File: src/hdl/cksb_pkg.sv
`timescale 1ns / 1ps

package cksb_pkg;

    localparam int C_PIXEL_W    = 8;
    localparam int C_ADDR_W     = 20;
    localparam int C_CFG_IDX_W  = 4;
    localparam int C_CFG_DATA_W = 11;
    localparam int C_SCREEN_W   = 11;
    localparam int C_ORIGIN_W   = 10;
    localparam int C_MODE_W     = 2;

    localparam logic [C_CFG_IDX_W-1:0] C_REG_SCREEN_WIDTH  = 4'd0;
    localparam logic [C_CFG_IDX_W-1:0] C_REG_SCREEN_HEIGHT = 4'd1;
    localparam logic [C_CFG_IDX_W-1:0] C_REG_ORIGIN_X      = 4'd2;
    localparam logic [C_CFG_IDX_W-1:0] C_REG_ORIGIN_Y      = 4'd3;
    localparam logic [C_CFG_IDX_W-1:0] C_REG_RECT_WIDTH    = 4'd4;
    localparam logic [C_CFG_IDX_W-1:0] C_REG_RECT_HEIGHT   = 4'd5;
    localparam logic [C_CFG_IDX_W-1:0] C_REG_BLIT_MODE     = 4'd6;
    localparam logic [C_CFG_IDX_W-1:0] C_REG_FILL_COLOR    = 4'd7;

    localparam logic [C_MODE_W-1:0] C_MODE_COPY    = 2'd0;
    localparam logic [C_MODE_W-1:0] C_MODE_FILL    = 2'd1;
    localparam logic [C_MODE_W-1:0] C_MODE_STENCIL = 2'd2;

    typedef struct packed {
        logic                 write_enable;
        logic [C_ADDR_W-1:0]  row_base;
        logic [C_ADDR_W-1:0]  col_offset;
        logic [C_PIXEL_W-1:0] write_data;
        logic                 off_screen;
        logic                 last;
        logic                 blit_error;
    } t_item;

    typedef struct packed {
        logic                 write_enable;
        logic [C_ADDR_W-1:0]  write_address;
        logic [C_PIXEL_W-1:0] write_data;
        logic                 off_screen;
        logic                 last;
        logic                 blit_error;
    } t_result;

endpackage

File: src/hdl/cksb_front.sv
`timescale 1ns / 1ps

module cksb_front #(
    parameter int unsigned MAX_DIM         = 1024,
    parameter int unsigned TRANSPARENT_KEY = 255
) (
    input  logic                                i_clk,
    input  logic                                i_rst_n,
    input  logic                                i_cfg_valid,
    input  logic [cksb_pkg::C_CFG_IDX_W-1:0]    i_cfg_index,
    input  logic [cksb_pkg::C_CFG_DATA_W-1:0]   i_cfg_data,
    input  logic                                i_accept,
    input  logic [cksb_pkg::C_PIXEL_W-1:0]      i_pixel,
    output cksb_pkg::t_item                     o_item
);
    import cksb_pkg::*;

    localparam int CW   = $clog2(MAX_DIM);
    localparam int DW   = $clog2(MAX_DIM + 1);
    localparam int EW   = (DW > C_CFG_DATA_W) ? DW : C_CFG_DATA_W;
    localparam int SXW  = ((CW > C_ORIGIN_W) ? CW : C_ORIGIN_W) + 1;
    localparam int CMPW = (SXW > C_SCREEN_W) ? SXW : C_SCREEN_W;
    localparam logic [C_PIXEL_W-1:0] KEY = C_PIXEL_W'(TRANSPARENT_KEY);

    logic [C_SCREEN_W-1:0] r_screen_w, r_screen_h;
    logic [C_ORIGIN_W-1:0] r_origin_x, r_origin_y;
    logic [CW-1:0]         r_w_last, r_h_last;
    logic [C_MODE_W-1:0]   r_mode;
    logic [C_PIXEL_W-1:0]  r_fill;
    logic [CW-1:0]         r_col, r_row;
    logic [C_ADDR_W-1:0]   r_row_base, r_origin_base;
    logic                  r_err;

    logic [C_SCREEN_W-1:0]              n_screen_w;
    logic [C_ORIGIN_W-1:0]              n_origin_y;
    logic [C_SCREEN_W+C_ORIGIN_W-1:0]   cfg_product;
    logic [EW-1:0]                      cfg_ext;
    logic [CW-1:0]                      cfg_dim_last;
    logic                               cfg_hit;

    logic [SXW-1:0]        sx, sy;
    logic                  off, reject, want, we, set_err, first, col_end, row_end;
    logic [C_PIXEL_W-1:0]  data;

    always_comb begin
        cfg_hit    = i_cfg_valid && (i_cfg_index <= C_REG_FILL_COLOR);
        n_screen_w = (i_cfg_index == C_REG_SCREEN_WIDTH) ? i_cfg_data : r_screen_w;
        n_origin_y = (i_cfg_index == C_REG_ORIGIN_Y) ? i_cfg_data[C_ORIGIN_W-1:0]
                                                     : r_origin_y;
        cfg_product = (C_SCREEN_W+C_ORIGIN_W)'(n_screen_w)
                    * (C_SCREEN_W+C_ORIGIN_W)'(n_origin_y);
        cfg_ext = EW'(i_cfg_data);
        if (cfg_ext == '0) begin
            cfg_dim_last = '0;
        end else if (cfg_ext > EW'(MAX_DIM)) begin
            cfg_dim_last = CW'(MAX_DIM - 1);
        end else begin
            cfg_dim_last = CW'(cfg_ext - EW'(1));
        end
    end

    always_comb begin
        first   = (r_col == '0) && (r_row == '0);
        col_end = (r_col == r_w_last);
        row_end = (r_row == r_h_last);
        sx      = SXW'(r_origin_x) + SXW'(r_col);
        sy      = SXW'(r_origin_y) + SXW'(r_row);
        off     = (CMPW'(sx) >= CMPW'(r_screen_w)) || (CMPW'(sy) >= CMPW'(r_screen_h));
        reject  = (CMPW'(r_origin_x) >= CMPW'(r_screen_w))
               || (CMPW'(r_origin_y) >= CMPW'(r_screen_h));
        unique case (r_mode)
            C_MODE_COPY: begin
                want = (i_pixel != KEY);
                data = i_pixel;
            end
            C_MODE_FILL: begin
                want = (r_fill != KEY);
                data = r_fill;
            end
            C_MODE_STENCIL: begin
                want = (i_pixel == '0) && (r_fill != KEY);
                data = r_fill;
            end
            default: begin
                want = 1'b0;
                data = '0;
            end
        endcase
        we      = !reject && want && !off;
        set_err = reject || (want && off);

        o_item.write_enable = we;
        o_item.row_base     = r_row_base;
        o_item.col_offset   = C_ADDR_W'(sx);
        o_item.write_data   = we ? data : '0;
        o_item.off_screen   = off;
        o_item.last         = col_end && row_end;
        o_item.blit_error   = (!first && r_err) || set_err;
    end

    always_ff @(posedge i_clk) begin
        if (!i_rst_n) begin
            r_screen_w    <= C_SCREEN_W'(1024);
            r_screen_h    <= C_SCREEN_W'(768);
            r_origin_x    <= '0;
            r_origin_y    <= '0;
            r_w_last      <= '0;
            r_h_last      <= '0;
            r_mode        <= C_MODE_COPY;
            r_fill        <= '0;
            r_col         <= '0;
            r_row         <= '0;
            r_row_base    <= '0;
            r_origin_base <= '0;
            r_err         <= 1'b0;
        end else if (cfg_hit) begin
            unique case (i_cfg_index)
                C_REG_SCREEN_WIDTH:  r_screen_w <= i_cfg_data;
                C_REG_SCREEN_HEIGHT: r_screen_h <= i_cfg_data;
                C_REG_ORIGIN_X:      r_origin_x <= i_cfg_data[C_ORIGIN_W-1:0];
                C_REG_ORIGIN_Y:      r_origin_y <= i_cfg_data[C_ORIGIN_W-1:0];
                C_REG_RECT_WIDTH:    r_w_last   <= cfg_dim_last;
                C_REG_RECT_HEIGHT:   r_h_last   <= cfg_dim_last;
                C_REG_BLIT_MODE:     r_mode     <= i_cfg_data[C_MODE_W-1:0];
                default:             r_fill     <= i_cfg_data[C_PIXEL_W-1:0];
            endcase
            // restart the blit
            r_col         <= '0;
            r_row         <= '0;
            r_row_base    <= cfg_product[C_ADDR_W-1:0];
            r_origin_base <= cfg_product[C_ADDR_W-1:0];
            r_err         <= 1'b0;
        end else if (i_accept) begin
            r_err <= o_item.blit_error;
            if (col_end) begin
                r_col <= '0;
                if (row_end) begin
                    r_row      <= '0;
                    r_row_base <= r_origin_base;
                end else begin
                    r_row      <= r_row + CW'(1);
                    r_row_base <= r_row_base + C_ADDR_W'(r_screen_w);
                end
            end else begin
                r_col <= r_col + CW'(1);
            end
        end
    end

endmodule

File: src/hdl/cksb_queue.sv
`timescale 1ns / 1ps

module cksb_queue (
    input  logic            i_clk,
    input  logic            i_rst_n,
    input  logic            i_push,
    input  cksb_pkg::t_item i_item,
    output logic            o_full,
    input  logic            i_pop,
    output logic            o_empty,
    output cksb_pkg::t_item o_item
);
    import cksb_pkg::*;

    t_item       r_mem [2];
    logic        r_wr_ptr, r_rd_ptr;
    logic [1:0]  r_count;
    logic        do_push, do_pop;

    assign o_full  = (r_count == 2'd2);
    assign o_empty = (r_count == 2'd0);
    assign o_item  = r_mem[r_rd_ptr];
    assign do_push = i_push && !o_full;
    assign do_pop  = i_pop && !o_empty;

    always_ff @(posedge i_clk) begin
        if (do_push) begin
            r_mem[r_wr_ptr] <= i_item;
        end
    end

    always_ff @(posedge i_clk) begin
        if (!i_rst_n) begin
            r_wr_ptr <= 1'b0;
            r_rd_ptr <= 1'b0;
            r_count  <= 2'd0;
        end else begin
            if (do_push) begin
                r_wr_ptr <= !r_wr_ptr;
            end
            if (do_pop) begin
                r_rd_ptr <= !r_rd_ptr;
            end
            unique case ({do_push, do_pop})
                2'b10:   r_count <= r_count + 2'd1;
                2'b01:   r_count <= r_count - 2'd1;
                default: r_count <= r_count;
            endcase
        end
    end

endmodule

File: src/hdl/cksb_back.sv
`timescale 1ns / 1ps

module cksb_back (
    input  logic              i_clk,
    input  logic              i_rst_n,
    input  logic              i_avail,
    input  cksb_pkg::t_item   i_item,
    output logic              o_take,
    input  logic              i_pop,
    output logic              o_empty,
    output cksb_pkg::t_result o_result
);
    import cksb_pkg::*;

    t_result r_out;
    logic    r_out_valid;
    t_result n_out;

    assign o_take   = i_avail && (!r_out_valid || i_pop);
    assign o_empty  = !r_out_valid;
    assign o_result = r_out;

    always_comb begin
        n_out.write_enable  = i_item.write_enable;
        n_out.write_address = i_item.write_enable ? (i_item.row_base + i_item.col_offset)
                                                  : '0;
        n_out.write_data    = i_item.write_data;
        n_out.off_screen    = i_item.off_screen;
        n_out.last          = i_item.last;
        n_out.blit_error    = i_item.blit_error;
    end

    always_ff @(posedge i_clk) begin
        if (o_take) begin
            r_out <= n_out;
        end
    end

    always_ff @(posedge i_clk) begin
        if (!i_rst_n) begin
            r_out_valid <= 1'b0;
        end else if (o_take) begin
            r_out_valid <= 1'b1;
        end else if (i_pop) begin
            r_out_valid <= 1'b0;
        end
    end

endmodule

File: src/hdl/color_keyed_sprite_blitter_top.sv
`timescale 1ns / 1ps

// Colour-keyed sprite blitter for an 8-bit-per-pixel frame buffer. Push one sprite pixel per
// transaction in row-major order; each gives exactly one result transaction carrying the
// frame buffer write (or no write), the off-screen flag, the last-pixel marker and the sticky
// blit error. Throughput is one pixel per clock while full is low; a pixel's result reaches
// the result ports through a combinational classify stage, a two-entry queue and a
// registered address adder; a stalled result fills the queue and then raises full.
// Writes to indexes 0-7 restart the blit; write registers only while no result is pending.
// The register write channel is always ready and its effect is visible on the next cycle.
module color_keyed_sprite_blitter_top #(
    parameter int unsigned MAX_DIM         = 1024,
    parameter int unsigned TRANSPARENT_KEY = 255
) (
    input  logic                                i_clk,
    input  logic                                i_rst_n,
    input  logic                                push,
    output logic                                full,
    input  logic [cksb_pkg::C_PIXEL_W-1:0]      i_pixel,
    output logic                                empty,
    input  logic                                pop,
    output logic                                o_write_enable,
    output logic [cksb_pkg::C_ADDR_W-1:0]       o_write_address,
    output logic [cksb_pkg::C_PIXEL_W-1:0]      o_write_data,
    output logic                                o_off_screen,
    output logic                                o_last,
    output logic                                o_blit_error,
    input  logic                                i_cfg_valid,
    output logic                                o_cfg_ready,
    input  logic [cksb_pkg::C_CFG_IDX_W-1:0]    i_cfg_index,
    input  logic [cksb_pkg::C_CFG_DATA_W-1:0]   i_cfg_data
);
    import cksb_pkg::*;

    t_item   front_item, queue_item;
    t_result result;
    logic    accept, queue_empty, take;

    assign o_cfg_ready = 1'b1;
    assign accept      = push && !full;

    cksb_front #(
        .MAX_DIM         (MAX_DIM),
        .TRANSPARENT_KEY (TRANSPARENT_KEY)
    ) u_front (
        .i_clk       (i_clk),
        .i_rst_n     (i_rst_n),
        .i_cfg_valid (i_cfg_valid),
        .i_cfg_index (i_cfg_index),
        .i_cfg_data  (i_cfg_data),
        .i_accept    (accept),
        .i_pixel     (i_pixel),
        .o_item      (front_item)
    );

    cksb_queue u_queue (
        .i_clk   (i_clk),
        .i_rst_n (i_rst_n),
        .i_push  (accept),
        .i_item  (front_item),
        .o_full  (full),
        .i_pop   (take),
        .o_empty (queue_empty),
        .o_item  (queue_item)
    );

    cksb_back u_back (
        .i_clk    (i_clk),
        .i_rst_n  (i_rst_n),
        .i_avail  (!queue_empty),
        .i_item   (queue_item),
        .o_take   (take),
        .i_pop    (pop),
        .o_empty  (empty),
        .o_result (result)
    );

    assign o_write_enable  = result.write_enable;
    assign o_write_address = result.write_address;
    assign o_write_data    = result.write_data;
    assign o_off_screen    = result.off_screen;
    assign o_last          = result.last;
    assign o_blit_error    = result.blit_error;

endmodule

File: config.mk
export PLATFORM = sky130hd
export DESIGN_NAME = color_keyed_sprite_blitter_top
export DESIGN_NICKNAME = d
export VERILOG_FILES = /design/src/hdl/cksb_pkg.sv /design/src/hdl/cksb_front.sv /design/src/hdl/cksb_queue.sv /design/src/hdl/cksb_back.sv /design/src/hdl/color_keyed_sprite_blitter_top.sv
export SDC_FILE = /design/constraint.sdc
export NUM_CORES = 1
export LEC_CHECK = 0
export BUFFER_PORTS_ARGS = -buffer_cell sky130_fd_sc_hd__buf_2
export CAP_MARGIN = 10
export CORE_MARGIN = 8
export CORE_UTILIZATION = 45
export CTS_CLUSTER_SIZE = 12
export DETAILED_ROUTE_END_ITERATION = 8
export PLACE_DENSITY = 0.72
export SLEW_MARGIN = 30
export SYNTH_ARGS = -nofsm -noshare
export SYNTH_HDL_FRONTEND = slang
export SYNTH_SLANG_ARGS = --single-unit
File: constraint.sdc
create_clock -name i_clk -period 10.62 [get_ports i_clk]
set_input_delay 1.593 -clock i_clk [delete_from_list [all_inputs] [get_ports i_clk]]
set_output_delay 1.593 -clock i_clk [all_outputs]
set_load 0.01 [all_outputs]
==> results of run 1 <==
==> registers in the layout (all words and copies together) (netlist names), 10 cells and up, named ones only <==
signal                 count
u_front.r_origin_x        10
u_front.r_row_base        20
u_front.r_screen_h        11
u_front.r_origin_base     20
u_front.r_origin_y        10
u_front.r_screen_w        11
u_queue.r_mem             86
u_front.r_col             10
u_back.o_result           32
u_front.r_row             10
u_front.r_w_last          10
u_front.r_h_last          10
==> worst max path at each step <==
stage                    from                                     end  cells after the start
3_5_place_dp   i_cfg_index[2]     u_front.r_row_base[17]$_SDFFE_PN0P_                     21
5_1_grt        i_cfg_index[1]     u_front.r_row_base[19]$_SDFFE_PN0P_                     23
4_1_cts        i_cfg_index[2]     u_front.r_row_base[17]$_SDFFE_PN0P_                     21
2_1_floorplan  i_cfg_index[2]  u_front.r_origin_base[17]$_SDFFE_PN0P_                     24
6_report       i_cfg_index[1]     u_front.r_row_base[17]$_SDFFE_PN0P_                     23
3_3_place_gp   i_cfg_index[2]     u_front.r_row_base[17]$_SDFFE_PN0P_                     21
==> layout by cell type (no fill, tap or decap), drive strengths merged, types with 37 or more instances in the layout <==
cell type  instances
inv              130
xnor2             47
nor2             238
o21ai             62
mux2              37
edfxtp           118
ha               147
a21oi            100
xor2              50
clkbuf            42
mux2i             50
nand2            153
buf               79
a211oi            45
dfxtp            139
fa                73
==> cells in the mapped netlist (22+ instances only) <==
cell type / count / area [um2]
nor2_1: 236 / 886
clkbuf_1: 54 / 203
nand2_1: 153 / 574
a21oi_1: 100 / 500
nand3_1: 32 / 160
mux2i_1: 49 / 490
a211oi_1: 45 / 338
ha_1: 147 / 1840
a21o_1: 25 / 188
dfxtp_1: 139 / 2780
edfxtp_1: 118 / 3540
fa_1: 73 / 1460
inv_1: 128 / 480
xor2_1: 50 / 438
xnor2_1: 47 / 412
nor3_1: 22 / 110
o21ai_0: 55 / 275
mux2_2: 37 / 417
==> cell type report <==
| cell class | instances | area, um2 | area share |
|---|---|---|---|
| Timing Repair Buffer | 79 | 444 | 0.0238 |
| Inverter | 130 | 488 | 0.0261 |
| Clock inverter | 10 | 106 | 0.00570 |
| Clock buffer | 42 | 763 | 0.0409 |
| Tap cell | 511 | 639 | 0.0342 |
| Sequential cell | 257 | 6330 | 0.339 |
| Multi-Input combinational cell | 1311 | 9900 | 0.530 |
==> layer usage <==
layer | vias up | wire length, um | track usage | share of wire
met5 | - | 0 | 0 | 0
met2 | 386 | 20100 | 0.326 | 0.47
met3 | 74 | 2570 | 0.0229 | 0.060
li1 | 6266 | - | - | -
met4 | 0 | 1160 | 0.0547 | 0.027
met1 | 6333 | 18800 | 0.256 | 0.44
==> metrics by stage <==
stage	std cells	hold slack [ns]	instance area, um2
after floorplan	1769	0.425	16900
after global placement	2288	0.438	17800
after detailed placement	2288	0.448	17800
after CTS	2340	0.456	18700
after global routing	2340	0.473	18700
final	2340	0.452	18700
==> tightest hold or removal path: stages, from the launching register on <==
cell     delay, ns
dfxtp_1       0.31
nand2_1       0.05
a21oi_1       0.05
==> power groups by stage <==
stage | combinational, W | sequential, W | clock, W
after floorplan | 0.000661 | 0.00134 | 0
after global placement | 0.000904 | 0.00135 | 0
after detailed placement | 0.000923 | 0.00136 | 0
after CTS | 0.000931 | 0.00134 | 0.000935
after global routing | 0.00104 | 0.00135 | 0.000976
final | 0.000928 | 0.00134 | 0.000923
==> cell families after synthesis <==
kind of cell | after synthesis
AO/OA/AOI/OAI | 335
XOR/XNOR | 97
adder cells (fa/ha/maj) | 221
buffers and inverters | 201
flip-flops | 257
multiplexers | 87
other | 1
AND/OR/NAND/NOR | 570
==> key figures, run 1 <==
Pwr
  – Pint: 0.00214 W
  – Power, Total: 0.00319 W
  – Sw Share: 0.329
  – Reg power frac: 0.419
  – VDD IR-drop max: 0.112 mV
  – Clock power frac: 0.290
  – Pwr Density: 171 nW/um2
  – Lkg Pwr: 7.90 nW
  – Comb power frac: 0.291
  – Switch Pwr: 0.00105 W

STA
  – Minimum clock period: 8.06 ns
  – TNS Setup: 0 ns
  – Slew @ Worst Pin: 1.02 ns
  – RSZ-0062 raised after global routing: no
  – Pins Over Slew Limit: 0
  – Max-Slew Margin vs Limit: 0.301
  – Fin. Hold Viols: 0
  – Worst Skew: 0.0298 ns
  – Fmax: 124 MHz
  – Fin crit share: 0.759
  – Setup violators final: 0
  – Worst setup margin: 2.56 ns

Clock tree
  – Post-CTS Resized: 0
  – TritonCTS clock tree: done
  – Clock H-tree levels: 1
  – CTS Buf Count: 28
  – CTS sink cnt: 257
  – CTS root buffer: clkbuf_16
  – Clock Path Buffers: 3
  – Worst-skew pair later-pin latency: 0.56 ns
  – Hold bufs inserted after CTS: 0
  – Clk slew on worst S/H paths: 0.06 ns
  – # Post-CTS Setup Buffers: 0

Floorplanning
  – Cell Rows: 71
  – Initial Utilization: 0.453
  – Ports: 63
  – Core area: 37400 um2
  – Die ar.: 44100 um2
  – Die height: 210 um
  – Die Width: 210 um

Synthesis
  – Synth Area in Compound Gates: 0.127
  – Synth cell types: 78
  – Sequential element share of the synthesized area: 0.373
  – Syn Inst Count: 1769
  – Warnings from Yosys: 0
  – Synth Area in Adders: 0.195
  – Post-synthesis average cell area: 9.58 um2
  – Mapped Nets: 2017
  – Synthesized cell area: 16900 um2
  – Post-synthesis xor/xnor area fraction: 0.0501
  – Main combinational cell family by area after synthesis: adder cells
  – Synth Area in Simple Gates: 0.154
  – Primary FF master, synth: dfxtp_1
  – Register bit count reported by yosys: 257
  – Ys async rst share: 0
  – Post-synth EDFFs: 118
  – Proportion of synthesized area in mux cells: 0.0544

Route
  – # DRC: 0
  – Drt initial violations: 872
  – Drt wl/cell: 18.2 um
  – DR pass1 iterations: 6
  – ANT nets after route: 0
  – DR vias/cell: 5.58
  – Vias: 13100
  – Final WL: 42.6 mm

Place
  – Port-buffer cells: 61
  – Post-DP HPWL: 31.8 mm
  – Pre-CTS WS: 1.90 ns
  – Placer Congestion: 0.892

Worst setup path
  – Crit-path slowest cell: mux2i_1
  – Worst setup SP type: input port
  – Worst-path maximum fanout: 25
  – Most frequent cell on the critical path: fa_1
  – Flop2flop setup slack: 4.05 ns
  – Critical-path cell list: buf_2, nor4_4, buf_4, mux2i_1, inv_1, nand2_1, fa_1, fa_1, inv_1, fa_1, fa_1, inv_1, fa_1, inv_1, ha_1, and3_1, nand3_1, o21ai_0, o31ai_1, a211oi_1, or2_1, or3_1, a21oi_1
  – Critical path arrival: 8.52 ns
  – Crit path buf inv count: 6
  – Crit. End Element: flop
  – Worst R2R Start: u_front.r_screen_w[0]$_SDFFE_PN0P_
  – Crit path kind: input port to flop
  – Reg2Reg Depth: 20
  – Largest delay share family, worst path: adder cells
  – CP max stage delay: 0.88 ns
  – CP required: 11.08 ns
  – Worst flop-to-flop path endpoint: u_front.r_row_base[17]$_SDFFE_PN0P_

Cells and area
  – Final core utilization: 0.499
  – P&R area growth vs syn: 10.2%
  – # nets final: 2055
  – Filler Cells Inserted: 3410
  – Layout cells sized above 1: 0.107
  – # diodes: 0

GRT
  – Initial antenna violation count: 0
  – First-pass GRT wire length: 69.4 mm
  – GRT Residual Overflow: 0
  – Largest net degree at the start of global routing: 98
  – Tot GR Track Use: 0.192
  – Vias in the first global route: 12900

Run status
  – Outcome: finished clean

Hold path
  – Min-delay worst type: flop to flop
  – Worst Hold Launch: u_front.r_screen_h[5]$_SDFFE_PN0P_
  – Min-Delay Path Depth: 2
  – Hold endpoint: u_front.r_screen_h[5]$_SDFFE_PN0P_

Flow run
  – Max_cap viols: 0
Note: power is estimated with default switching activity, not from simulation.
==> inputs of run 2 (changes only) <==
Clock period 10.62 ns to 8.3 ns, I/O delays scaled along.
==> run 2 against run 1 <==
  * Clock skew fell by 0.0030 ns
  * Flip-flop and latch count stayed put
  * First-iteration DRC count is 4.2% lower
  * Hold slack barely moved
  * Critical path depth decreased by 1
  * Via count shrank 1.0%
  * Final cell count rose by 0.38%
  * Critical path type unchanged
==> key figures, run 2 (same netlist as run 1, synthesis figures left out) <==
Route
  – Metal1 wirelength: 19.0 mm (+1.1%)
  – Drt wl/cell: 17.9 um (-1.7%)
  – DR pass1 iterations: 5 (-1)
  – Final WL: 42.1 mm (-1.3%)
  – Top routing layer in use: met4
  – Met3 routed WL: 2.26 mm (-12%)
  – # DRC: 0 (unchanged)
  – ANT nets after route: 0 (unchanged)
  – Vias: 12900 (-1.0%)
  – Drt initial violations: 835 (-4.2%)
  – Met2 wire len: 19.6 mm (-2.6%)
  – DR vias/cell: 5.50 (-1.4%)

Cells and area
  – Max reg flops: 86 (unchanged)
  – Most flops, register: u_queue.r_mem
  – Commonest non-fill, non-tap cell in the layout: nor2_1
  – Filler Cells Inserted: 3372 (-1.1%)
  – # diodes: 0 (unchanged)
  – Finished Layout Cells: 2349 (+0.38%)
  – P&R area growth vs syn: 10.8%
  – # nets final: 2064 (+0.44%)
  – Layout cells sized above 1: 0.112 (+0.00492)
  – Most frequent cells in the layout: nor2_1 (233), nand2_1 (153), ha_1 (147), dfxtp_1 (138), inv_1 (127)

Clock tree
  – CTS sink cnt: 257 (unchanged)
  – # Post-CTS Setup Buffers: 0 (unchanged)
  – Worst-skew pair later-pin latency: 0.55 ns (about the same)
  – Clock H-tree levels: 1 (unchanged)
  – Hold bufs inserted after CTS: 0 (unchanged)
  – CTS Buf Count: 28 (unchanged)
  – Clock Path Buffers: 3 (unchanged)
  – Clk slew on worst S/H paths: 0.06 ns (about the same)
  – CTS root buffer: clkbuf_16
  – Post-CTS Resized: 0 (unchanged)
  – TritonCTS clock tree: done

STA
  – Fmax: 139 MHz
  – Max-Slew Margin vs Limit: 0.366 (+0.0641)
  – TNS Setup: 0 ns (unchanged)
  – Worst Skew: 0.0267 ns (-0.00303 ns)
  – Setup violators final: 0 (unchanged)
  – Fin crit share: 0.865
  – Slew @ Worst Pin: 0.925 ns (-0.0935 ns)
  – Minimum clock period: 7.18 ns
  – Pins Over Slew Limit: 0 (unchanged)
  – RSZ-0062 raised after global routing: no
  – Fin. Hold Viols: 0 (unchanged)

GRT
  – Vias in the first global route: 12800 (-0.67%)
  – GRT Residual Overflow: 0 (unchanged)
  – Initial antenna violation count: 0 (unchanged)
  – Tot GR Track Use: 0.189 (-0.00242)
  – Largest net degree at the start of global routing: 94 (-4.1%)
  – First-pass GRT wire length: 68.5 mm (-1.3%)

Hold path
  – Min-delay worst type: flop to flop

Pwr
  – VDD IR-drop max: 0.156 mV (+40%)
  – Lkg Pwr: 7.97 nW (+0.91%)
  – Pwr Density: 220 nW/um2 (+29%)

Worst setup path
  – Crit. End Element: flop
  – CP required: 8.76 ns (-2.32 ns)
  – Critical path arrival: 7.64 ns (-0.88 ns)
  – Crit-path slowest cell: fa_1
  – Worst-path maximum fanout: 24 (-4.0%)
  – CP max stage delay: 0.55 ns (-0.33 ns)
  – Critical-path cell list: buf_2, nor4_4, buf_4, mux2i_1, or2_2, fa_1, fa_1, inv_1, fa_1, fa_1, inv_1, fa_1, inv_1, ha_1, and3_1, nand3_1, o21ai_0, o31ai_1, a211oi_1, or2_1, or3_1, a21oi_1
  – Most frequent cell on the critical path: fa_1
  – Crit path kind: input port to flop
  – Worst setup SP type: input port

Place
  – Port-buffer cells: 61 (unchanged)
  – Placed cells: 2297 (+0.39%)
  – Placer Congestion: 0.930 (+4.3%)
  – Post-DP HPWL: 32.0 mm (+0.51%)

Floorplanning
  – Ports: 63 (unchanged)
  – Cell Rows: 71 (unchanged)
  – Die height: 210 um (unchanged)
  – Die ar.: 44100 um2 (unchanged)
  – Initial Utilization: 0.453 (unchanged)
  – Core area: 37400 um2 (unchanged)
  – Die Width: 210 um (unchanged)

Run status
  – Outcome: finished clean

Flow run
  – Max_cap viols: 0 (unchanged)
[run 2: final timing paths]
path              slack [ns]  cells after the start                                     end                              startpoint
setup reg to reg        2.05                     22  u_front.r_origin_base[17]$_SDFFE_PN0P_      u_front.r_screen_w[6]$_SDFFE_PN0P_
hold reg to reg         0.45                      2  u_front.r_origin_base[14]$_SDFFE_PN0P_  u_front.r_origin_base[14]$_SDFFE_PN0P_
hold / removal          0.45                      2  u_front.r_origin_base[14]$_SDFFE_PN0P_  u_front.r_origin_base[14]$_SDFFE_PN0P_
setup / recovery        1.12                     22  u_front.r_origin_base[17]$_SDFFE_PN0P_                          i_cfg_index[1]
[run 2: stage by stage]
stage	total power [W]	hold WS (ns)	instance area, um2	setup slack, ns	utilization
2_1_floorplan	0.00256	0.425	16900	0.926	-
3_3_place_gp	0.00289	0.434	17800	0.732	0.477
3_5_place_dp	0.00292	0.447	17900	0.622	0.477
4_1_cts	0.00415	0.455	18800	1.16	0.502
5_1_grt	0.00436	0.468	18800	0.695	0.502
6_report	0.00412	0.453	18800	1.12	0.502
[run 2: worst max-delay path: cells and delay by family]
kind / cells / cell delay (ns)
buffers and inverters: 5 / 0.63
AND/OR/NAND/NOR: 6 / 1.52
adder cells (fa/ha/maj): 6 / 2.93
AO/OA/AOI/OAI: 4 / 0.82
multiplexers: 1 / 0.49
[run 2: layout make-up]
cell class	instances	area [um2]	share of cell area
clock buffers	41	769	0.0410
clock inverters	11	141	0.00753
inverters	130	488	0.0260
multi-input cells	1311	9890	0.527
flip-flops and latches	257	6330	0.337
well taps	511	639	0.0341
repair buffers	88	512	0.0273
[run 2: power by group]
| part | internal (W) | switching (W) | total [W] |
|---|---|---|---|
| Sequential | 0.00158 | 0.0000852 | 0.00167 |
| Combinational | 0.000484 | 0.000746 | 0.00123 |
| Clock | 0.000735 | 0.000488 | 0.00122 |
| Total | 0.00280 | 0.00132 | 0.00412 |
[run 2: routing by layer]
| metal | vias to the layer above | global-route usage |
|---|---|---|
| met3 | 76 | 0.0238 |
| met4 | 0 | 0.0554 |
| met5 | - | 0 |
| li1 | 6276 | - |
| met1 | 6246 | 0.253 |
| met2 | 327 | 0.320 |
